$ cat src/rtl/core/ffca_pkg.sv
// shared types and constants of the first-fit capacity allocator
package ffca_pkg;

	// field widths of items and results
	localparam int SLOT_W = 10;
	localparam int CAP_W = 32;

	// stream data widths, padded to whole bytes
	localparam int TDATA_W = 48;
	localparam int PAD_W = TDATA_W - SLOT_W - CAP_W;

	// item kinds carried on tuser
	localparam logic ACT_LOAD = 1'b0;
	localparam logic ACT_ALLOC = 1'b1;

	// one input item
	typedef struct packed {
		logic              action;
		logic [SLOT_W-1:0] bin_index;
		logic [CAP_W-1:0]  amount;
	} item_t;

	// one result item
	typedef struct packed {
		logic              found;
		logic [SLOT_W-1:0] slot;
		logic [CAP_W-1:0]  remaining;
	} result_t;

endpackage

$ cat src/rtl/core/ffca_ctrl.sv
// sequencer for clearing, first-fit descent and max update walk over the tree memory
module ffca_ctrl #(
	parameter int BIN_COUNT = 1024
) (
	input  logic                     clk,
	input  logic                     arst_n,
	input  logic                     in_valid,
	output logic                     in_ready,
	input  ffca_pkg::item_t          item,
	output logic                     res_valid,
	input  logic                     res_ready,
	output ffca_pkg::result_t        res,
	output logic                     we,
	output logic [$clog2(BIN_COUNT):0] waddr,
	output logic [ffca_pkg::CAP_W-1:0] wdata,
	output logic [$clog2(BIN_COUNT):0] raddr,
	input  logic [ffca_pkg::CAP_W-1:0] rdata
);

	localparam int LEAF_W = $clog2(BIN_COUNT);
	localparam int NODE_W = LEAF_W + 1;
	localparam int WIDE_W = LEAF_W + ffca_pkg::SLOT_W;
	localparam logic [NODE_W-1:0] ROOT = NODE_W'(1);
	localparam logic [NODE_W-1:0] SIB = NODE_W'(1);

	localparam logic [2:0] ST_CLEAR = 3'd0;
	localparam logic [2:0] ST_IDLE  = 3'd1;
	localparam logic [2:0] ST_CHECK = 3'd2;
	localparam logic [2:0] ST_DESC  = 3'd3;
	localparam logic [2:0] ST_LEAF  = 3'd4;
	localparam logic [2:0] ST_UP    = 3'd5;
	localparam logic [2:0] ST_DONE  = 3'd6;

	logic [2:0]                 state_q, state_d;
	logic [NODE_W-1:0]          clr_q, clr_d;
	logic [NODE_W-1:0]          node_q, node_d;
	logic [ffca_pkg::CAP_W-1:0] val_q, val_d;
	logic [ffca_pkg::CAP_W-1:0] need_q, need_d;
	ffca_pkg::result_t          res_q, res_d;

	logic [WIDE_W-1:0]          bin_wide;
	logic [WIDE_W-1:0]          slot_wide;
	logic [NODE_W-1:0]          leaf_addr;
	logic                       bin_ok;
	logic [NODE_W-1:0]          left_child;
	logic [NODE_W-1:0]          next_node;
	logic [NODE_W-1:0]          parent;
	logic [ffca_pkg::CAP_W-1:0] up_max;
	logic [ffca_pkg::CAP_W-1:0] leaf_left;

	// bin number to leaf node and back
	assign bin_wide = WIDE_W'(item.bin_index);
	assign leaf_addr = {1'b1, bin_wide[LEAF_W-1:0]};
	assign bin_ok = 32'(item.bin_index) < 32'(BIN_COUNT);
	assign slot_wide = WIDE_W'(node_q[LEAF_W-1:0]);

	// tree navigation
	assign left_child = {node_q[NODE_W-2:0], 1'b0};
	assign next_node = (rdata >= need_q) ? left_child : (left_child | SIB);
	assign parent = node_q >> 1;
	assign up_max = (rdata > val_q) ? rdata : val_q;
	assign leaf_left = rdata - need_q;

	assign in_ready = (state_q == ST_IDLE);
	assign res_valid = (state_q == ST_DONE);
	assign res = res_q;

	// next state and memory access
	always_comb begin
		state_d = state_q;
		clr_d = clr_q;
		node_d = node_q;
		val_d = val_q;
		need_d = need_q;
		res_d = res_q;
		we = 1'b0;
		waddr = node_q;
		wdata = val_q;
		raddr = '0;
		unique case (state_q)
			ST_CLEAR: begin
				we = 1'b1;
				waddr = clr_q;
				wdata = '0;
				clr_d = clr_q + NODE_W'(1);
				if (&clr_q) begin
					state_d = ST_IDLE;
				end
			end
			ST_IDLE: begin
				if (in_valid) begin
					if (item.action == ffca_pkg::ACT_ALLOC) begin
						raddr = ROOT;
						need_d = item.amount;
						state_d = ST_CHECK;
					end else begin
						res_d.found = 1'b0;
						res_d.slot = item.bin_index;
						if (bin_ok) begin
							we = 1'b1;
							waddr = leaf_addr;
							wdata = item.amount;
							val_d = item.amount;
							node_d = leaf_addr;
							raddr = leaf_addr ^ SIB;
							res_d.remaining = item.amount;
							state_d = ST_UP;
						end else begin
							res_d.remaining = '0;
							state_d = ST_DONE;
						end
					end
				end
			end
			ST_CHECK: begin
				if (rdata < need_q) begin
					res_d = '0;
					state_d = ST_DONE;
				end else begin
					node_d = ROOT;
					raddr = {ROOT[NODE_W-2:0], 1'b0};
					state_d = ST_DESC;
				end
			end
			ST_DESC: begin
				node_d = next_node;
				if (next_node[NODE_W-1]) begin
					raddr = next_node;
					state_d = ST_LEAF;
				end else begin
					raddr = {next_node[NODE_W-2:0], 1'b0};
				end
			end
			ST_LEAF: begin
				we = 1'b1;
				waddr = node_q;
				wdata = leaf_left;
				val_d = leaf_left;
				raddr = node_q ^ SIB;
				res_d.found = 1'b1;
				res_d.slot = slot_wide[ffca_pkg::SLOT_W-1:0];
				res_d.remaining = leaf_left;
				state_d = ST_UP;
			end
			ST_UP: begin
				we = 1'b1;
				waddr = parent;
				wdata = up_max;
				val_d = up_max;
				node_d = parent;
				if (parent == ROOT) begin
					state_d = ST_DONE;
				end else begin
					raddr = parent ^ SIB;
				end
			end
			ST_DONE: begin
				if (res_ready) begin
					state_d = ST_IDLE;
				end
			end
			default: begin
				state_d = ST_IDLE;
			end
		endcase
	end

	// control registers
	always_ff @(posedge clk or negedge arst_n) begin
		if (!arst_n) begin
			state_q <= ST_CLEAR;
			clr_q <= '0;
		end else begin
			state_q <= state_d;
			clr_q <= clr_d;
		end
	end

	// working registers
	always_ff @(posedge clk) begin
		node_q <= node_d;
		val_q <= val_d;
		need_q <= need_d;
		res_q <= res_d;
	end

	// a node is never written and read in the same cycle outside the clearing pass
	assert property (@(posedge clk) disable iff (!arst_n)
		(we && state_q != ST_CLEAR) |-> (waddr != raddr))
		else $error("tree write and read collide on one node");

	// the descent never sits on a leaf
	assert property (@(posedge clk) disable iff (!arst_n)
		(state_q == ST_DESC) |-> !node_q[NODE_W-1])
		else $error("descent reached past the leaf level");

	// the walk up never lands on the unused node zero
	assert property (@(posedge clk) disable iff (!arst_n)
		(state_q == ST_UP) |-> (node_q != '0))
		else $error("update walk on node zero");

	// descent only starts when the root has room for the request
	assert property (@(posedge clk) disable iff (!arst_n)
		(state_q == ST_CHECK && state_d == ST_DESC) |-> (rdata >= need_q))
		else $error("descent started without a fitting bin");

endmodule

$ cat config.mk
export PLATFORM = sky130hd
export DESIGN_NAME = ffca_ctrl
export DESIGN_NICKNAME = d
export VERILOG_FILES = /design/src/rtl/core/ffca_pkg.sv /design/src/rtl/core/ffca_ctrl.sv
export SDC_FILE = /design/constraint.sdc
export NUM_CORES = 1
export LEC_CHECK = 0
export BUFFER_PORTS_ARGS = -buffer_cell sky130_fd_sc_hd__buf_2
export CORE_MARGIN = 2
export CORE_UTILIZATION = 35
export CTS_CLUSTER_SIZE = 24
export DETAILED_ROUTE_END_ITERATION = 7
export GPL_TIMING_DRIVEN = 0
export RECOVER_POWER = 100
export SETUP_SLACK_MARGIN = 0.4
export SYNTH_ARGS = -nofsm -noshare
export SYNTH_HDL_FRONTEND = slang
export SYNTH_SLANG_ARGS = --single-unit
export TNS_END_PERCENT = 30
$ cat constraint.sdc
create_clock -name clk -period 8.2 [get_ports clk]
set_input_delay 0.41 -clock clk [delete_from_list [all_inputs] [get_ports clk]]
set_output_delay 0.41 -clock clk [all_outputs]
set_load 0.01 [all_outputs]
==> impl_metrics.json, run 1 <==
{
  "outcome": "complete, but fails checks",
  "violations": "capacitance limit, slew limit",
  "die_h_um": 175.8,
  "p_leak_nw": 4.905,
  "synthTopCellsByCount": "nand2_1 (159), edfxtp_1 (118), a21oi_1 (107)",
  "placed_area_mm2": 0.01180,
  "cts_setup_buffers": 0,
  "max_freq_mhz": 167.2,
  "finalCritPeriodShare": 0.7295,
  "final_hold_viol_count": 0,
  "grt_max_degree": 23,
  "p_per_area_mw_per_mm2": 410.1,
  "critPathArrivalTime_ns": 6.07,
  "fp.dieW_um": 175.8,
  "synth_seq_area_share": 0.3769,
  "nNetsFinal": 1527,
  "drv_slew": 46,
  "hold_path_class": "primary input to flip-flop",
  "grt_usage": 0.2562,
  "grt_overflow": 0,
  "start_util": 0.3580,
  "synth_nets": 1321,
  "drt_wl_total_um": 40360,
  "dp.cells": 1746,
  "path_max_fanout": 8,
  "ir_drop_v": 0.0001842,
  "setup_viol": 0,
  "tritoncts": "built",
  "synth_ff_type": "edfxtp_1",
  "route.detailed.drc": 0,
  "clockRootBuffer": "clkbuf_16",
  "ys_ff_latch": 132,
  "area_growth_pct": 16.88,
  "hold_ws_ns": 0.2513,
  "grt_pass1_vias": 9705,
  "synthDistinctLibCells": 76,
  "cp-start-kind": "flip-flop",
  "slew-limit-headroom": -0.1591,
  "fin_crit_ns": 5.982,
  "final_util": 0.4184,
  "tightest_slew_ns": 1.739,
  "synth_largest_area_cell": "edfxtp_1",
  "via_count": 10310,
  "synth_top_area_frac": 0.3430,
  "io_pins": 179,
  "via_per_inst": 5.794,
  "syn_area_mm2": 0.01033,
  "antenna_found_initial": 1,
  "io_buffers": 178,
  "gp_congestion": 0.9460,
  "clockBufferDepth": 2,
  "core-area_mm2": 0.02886,
  "synth_edf_count": 118,
  "hpwl_um": 30200,
  "cp.required_ns": 8.29,
  "path_clk_slew_ns": 0.06,
  "drtPass1Iterations": 7,
  "crit_path_end_kind": "flip-flop",
  "clkSinkCount": 132,
  "drv_cap": 2,
  "die_area_mm2": 0.03091,
  "final_area_mm2": 0.01208,
  "rsz0062_at_grt": "false",
  "finalClockSkew_ns": 0.01069,
  "synthArstFlopShare": 0.1061,
  "dr.first_iter.drc_count": 1218,
  "synthCells": 1176,
  "path_class": "flip-flop to flip-flop",
  "grt_pass1_wl_um": 59520,
  "final_cells": 1780,
  "htree_num_levels": 4,
  "clock_latency_ns": 0.43,
  "ctsResizeCount": 0,
  "rows": 62,
  "n_fill_cell": 2998,
  "ant_nets": 0,
  "setup-tns-final_ns": 0,
  "yosys_warnings": 0,
  "avgSynthCellArea_um2": 8.785,
  "synth.area.top_cells": "edfxtp_1 (34%), ha_1 (7.9%), nand2_1 (5.8%), a21oi_1 (5.2%), mux2i_1 (4.2%)",
  "yosysMostFrequentCell": "nand2_1",
  "wire_per_inst_um": 22.67,
  "layout-drive-gt1-share": 0.06882,
  "ctsHoldBuffers": 1,
  "cts_buffers": 17
}
==> final timing paths <==
check / startpoint / to / slack (ns) / depth (start not counted)
hold reg to reg: clr_q[9]$_DFFE_PN0N_ / clr_q[9]$_DFFE_PN0N_ / 0.50 / 1
min in group asynchronous: arst_n / clr_q[5]$_DFFE_PN0N_ / 0.56 / 2
hold / removal: item[19] / need_q[19]$_DFFE_PP_ / 0.25 / 1
setup / recovery: need_q[0]$_DFFE_PP_ / res[22]$_DFFE_PP_ / 2.22 / 13
max in group asynchronous: arst_n / clr_q[1]$_DFFE_PN0N_ / 7.16 / 2
setup reg to reg: need_q[0]$_DFFE_PP_ / res[22]$_DFFE_PP_ / 2.22 / 13
==> power by group <==
part / internal (mW) / total, mW / switching, mW
Sequential: 1.13 / 1.26 / 0.133
Clock: 0.450 / 0.780 / 0.330
Combinational: 0.921 / 2.91 / 1.99
==> sequential cells by signal, summed over array words and instances (netlist names) <==
register and flops:
res 43, clr_q 11, node_q 11, need_q 32, state_q 3, val_q 32
==> final cells by class <==
class | count | area, µm² | area share
multi-input combinational | 886 | 5742 | 0.4755
sequential | 132 | 3894 | 0.3225
timing repair buffer | 187 | 778.2 | 0.06445
tap | 384 | 480.5 | 0.03979
clock buffer | 18 | 429.2 | 0.03554
buffer | 81 | 309.0 | 0.02559
inverter | 77 | 289.0 | 0.02394
clock inverter | 14 | 151.4 | 0.01254
antenna | 1 | 2.502 | 0.0002072
==> worst max-delay path, stage by stage (launching register included) <==
cell and delay, ns:
edfxtp_1 0.32, ha_1 0.16, inv_1 0.06, fa_1 0.40, a21o_1 0.21, a221o_1 0.36, a211oi_1 0.56, o21ai_0 0.28
a211oi_1 0.79, clkinv_1 0.34, o41ai_1 0.83, clkbuf_1 0.48, clkbuf_1 0.43, clkbuf_1 0.39
==> layer usage <==
metal / share of wire / vias to the layer above / global-route usage
li1: - / 4811 / -
met1: 0.42 / 4861 / 0.3399
met2: 0.44 / 547 / 0.4047
met3: 0.094 / 95 / 0.05498
met4: 0.041 / 0 / 0.1074
met5: 0 / - / 0
==> cells in the final DEF (no fill, tap or decap), types with 5 or more instances in the layout <==
| master | instances |
|---|---|
| buf_2 | 60 |
| nand4_1 | 16 |
| mux2i_1 | 43 |
| clkbuf_1 | 206 |
| a221o_1 | 10 |
| nor3_1 | 8 |
| edfxtp_1 | 118 |
| o21ai_1 | 10 |
| a21oi_1 | 108 |
| a31oi_1 | 11 |
| xnor2_1 | 22 |
| clkbuf_16 | 17 |
| dfrtp_1 | 14 |
| inv_1 | 75 |
| nor2_1 | 92 |
| a22oi_1 | 30 |
| nand2b_1 | 8 |
| o21ai_0 | 52 |
| ha_1 | 65 |
| a2111oi_0 | 5 |
| mux2_1 | 9 |
| clkinvlp_4 | 5 |
| nor2b_1 | 14 |
| o221ai_1 | 17 |
| a21o_1 | 13 |
| xor2_1 | 9 |
| nand2_1 | 159 |
| and3_1 | 17 |
| o211ai_1 | 22 |
| o21bai_1 | 9 |
| nand3_1 | 35 |
| a22o_1 | 15 |
| a211oi_1 | 18 |
| a221oi_1 | 9 |
==> cells by family after synthesis <==
| group | synth area share |
|---|---|
| AOI/OAI and AO/OA | 0.2426 |
| xor gates and xnor gates | 0.02701 |
| adders and majority gates | 0.08066 |
| buffers and inverters | 0.06007 |
| DFF | 0.3769 |
| muxes | 0.05256 |
| and+or+nand+nor | 0.1602 |
==> metrics by stage <==
stage          setup slack, ns  total power, mW
6_report                 2.218            4.952
3_5_place_dp             3.827            4.270
4_1_cts                  3.943            5.057
2_1_floorplan           0.8248            3.093
3_3_place_gp            -2.832            4.221
5_1_grt                  1.942            5.245
Power figures use the tool's default switching activity.
==> inputs of run 2 (changes only) <==
clock period = 5.9 ns   (was 8.2 ns; I/O delays follow)
==> run 2 against run 1 <==
  * The flow still finishes with violations (capacitance limit, slew limit)
  * Final area up 0.56%
  * Critical path depth decreased by 1
  * Maximum frequency grew 26%
  * Critical path type unchanged
==> impl_metrics.json, run 2 (synthesized netlist as in run 1, its figures left out) <==
{
  "critPathArrivalTime_ns": 4.80,
  "drv_slew": 50,
  "placed_area_mm2": 0.01182,
  "path_max_fanout": 11,
  "area_growth_pct": 17.54,
  "fin_crit_ns": 4.740,
  "via_count": 10400,
  "io_pins": 179,
  "clockRootBuffer": "clkbuf_16",
  "antenna_cells": 0,
  "hold_path_class": "primary input to flip-flop",
  "path_clk_slew_ns": 0.07,
  "slew-limit-headroom": -0.3545,
  "ant_nets": 0,
  "path_buf_inv": 4,
  "tritoncts": "built",
  "crit_cells": 12,
  "io_buffers": 178,
  "rows": 62,
  "grt_usage": 0.2589,
  "via_per_inst": 5.858,
  "drv_cap": 2,
  "crit_path_end_kind": "flip-flop",
  "final_hold_viol_count": 0,
  "path_class": "flip-flop to flip-flop",
  "dr.first_iter.drc_count": 1184,
  "largest_reg_flops": 43,
  "clockBufferDepth": 2,
  "die_h_um": 175.8,
  "drt_wl_total_um": 40660,
  "cp-start-kind": "flip-flop",
  "hold_start": "item[4]",
  "hold_path_depth": 1,
  "reg2regPathDepth": 12,
  "grt_pass1_wl_um": 60320,
  "hpwl_um": 30430,
  "cp.required_ns": 5.96,
  "ir_drop_v": 0.0003046,
  "gp_congestion": 0.9280,
  "ctsResizeCount": 0,
  "slowest_delay_ns": 0.61,
  "antenna_found_initial": 1,
  "start_util": 0.3580,
  "p_leak_nw": 4.958,
  "cts_buffers": 17,
  "final_area_mm2": 0.01214,
  "worstReg2RegStart": "need_q[0]$_DFFE_PP_",
  "max_freq_mhz": 211.0,
  "crit_path_top_delay_cell": "a211oi_1",
  "setup_viol": 0,
  "nNetsFinal": 1525,
  "fp.dieW_um": 175.8,
  "core-area_mm2": 0.02886,
  "cp_common_cell": "inv_1",
  "htree_num_levels": 4,
  "grt_overflow": 0,
  "r2r_slack_ns": 1.16,
  "worstPathCellList": "ha_1 -> inv_1 -> fa_1 -> a21o_1 -> a221o_1 -> a211oi_1 -> o21ai_0 -> a211oi_4 -> inv_1 -> o41ai_4 -> buf_6 -> clkbuf_1",
  "grt_max_degree": 27,
  "p_per_area_mw_per_mm2": 572.5,
  "tightest_slew_ns": 2.032,
  "route.detailed.drc": 0,
  "crit_family": "compound AO/OA/AOI/OAI gates",
  "rr_endpoint": "res[10]$_DFFE_PP_",
  "drtPass1Iterations": 6,
  "wire_per_inst_um": 22.89,
  "clock_latency_ns": 0.44,
  "outcome": "complete, but fails checks",
  "die_area_mm2": 0.03091,
  "clkSinkCount": 132,
  "finalCritPeriodShare": 0.8034,
  "final_cell_mix": "clkbuf_1 (198), nand2_1 (159), edfxtp_1 (118), a21oi_1 (108), nor2_1 (92)",
  "grt_pass1_vias": 10020,
  "layout-drive-gt1-share": 0.07543,
  "finalClockSkew_ns": 0.01541,
  "layout_commonest_cell": "clkbuf_1",
  "violations": "capacitance limit, slew limit",
  "hold_ws_ns": 0.1305,
  "rsz0062_at_grt": "false",
  "power.total_mw": 6.951,
  "hold_path_end": "need_q[4]$_DFFE_PP_"
}
## run 2: cell count changes in the layout (fill, tap and decap cells not counted), sizes merged
cell | before | now
diode | 1 | 0
clkinv | 5 | 7
buf | 62 | 68
inv | 79 | 77
clkbuf | 223 | 215
clkinvlp | 5 | 4
## run 2: power by group
| part | switching (mW) | leakage, nW | total, mW | internal [mW] |
|---|---|---|---|---|
| clock network | 0.459 | 0.268 | 1.08 | 0.619 |
| registers | 0.183 | 1.31 | 1.75 | 1.57 |
| logic | 2.79 | 3.38 | 4.12 | 1.32 |
| total | 3.44 | 4.96 | 6.95 | 3.51 |
## run 2: stage by stage
stage / util / TNS, ns / cells / worst slack, ns
final: 0.4208 / 0 / 1776 / 1.160
after floorplan: - / 0 / 1176 / 0.7087
after CTS: 0.4295 / 0 / 1776 / 1.717
after detailed placement: 0.4095 / 0 / 1744 / 1.742
after global placement: 0.4058 / -69.90 / 1738 / -1.634
after global routing: 0.4208 / 0 / 1776 / 0.7973
## run 2: layer usage
layer  wire length [µm]  up-vias  part of all wire  global-route usage
met3               3362       86             0.083             0.04935
met4               1507        2             0.037              0.1205
met2              18560      554              0.46              0.4094
met5                  7        -           0.00017                   0
li1                   -     4775                 -                   -
met1              17220     4986              0.42              0.3421
## run 2: cell type report
class | instances | area (µm²)
plain buffers | 81 | 331.6
inverters | 77 | 289.0
flip-flops and latches | 132 | 3894
multi-input cells | 886 | 5787
clock inverters | 13 | 136.4
well taps | 384 | 480.5
fillers | 2955 | 16710
clock buffers | 18 | 429.2
repair buffers | 185 | 795.8
## run 2: what timing repair did
action,CTS,global route
setup buffers,0,0
endpoints found under the setup margin,0,0
hold buffers,1,0
hold endpoints to repair,14,0
## run 2: how the worst max path moves through the flow
stage	slack [ns]	startpoint	endpoint
finish	1.16	need_q[0]$_DFFE_PP_	res[10]$_DFFE_PP_
global route	0.80	need_q[0]$_DFFE_PP_	res[10]$_DFFE_PP_
CTS	1.72	need_q[0]$_DFFE_PP_	wdata[26]
detailed placement	1.74	rdata[0]	res[2]$_DFFE_PP_
global placement	-1.63	rdata[0]	res[2]$_DFFE_PP_
floorplan	0.71	rdata[0]	res[0]$_DFFE_PP_
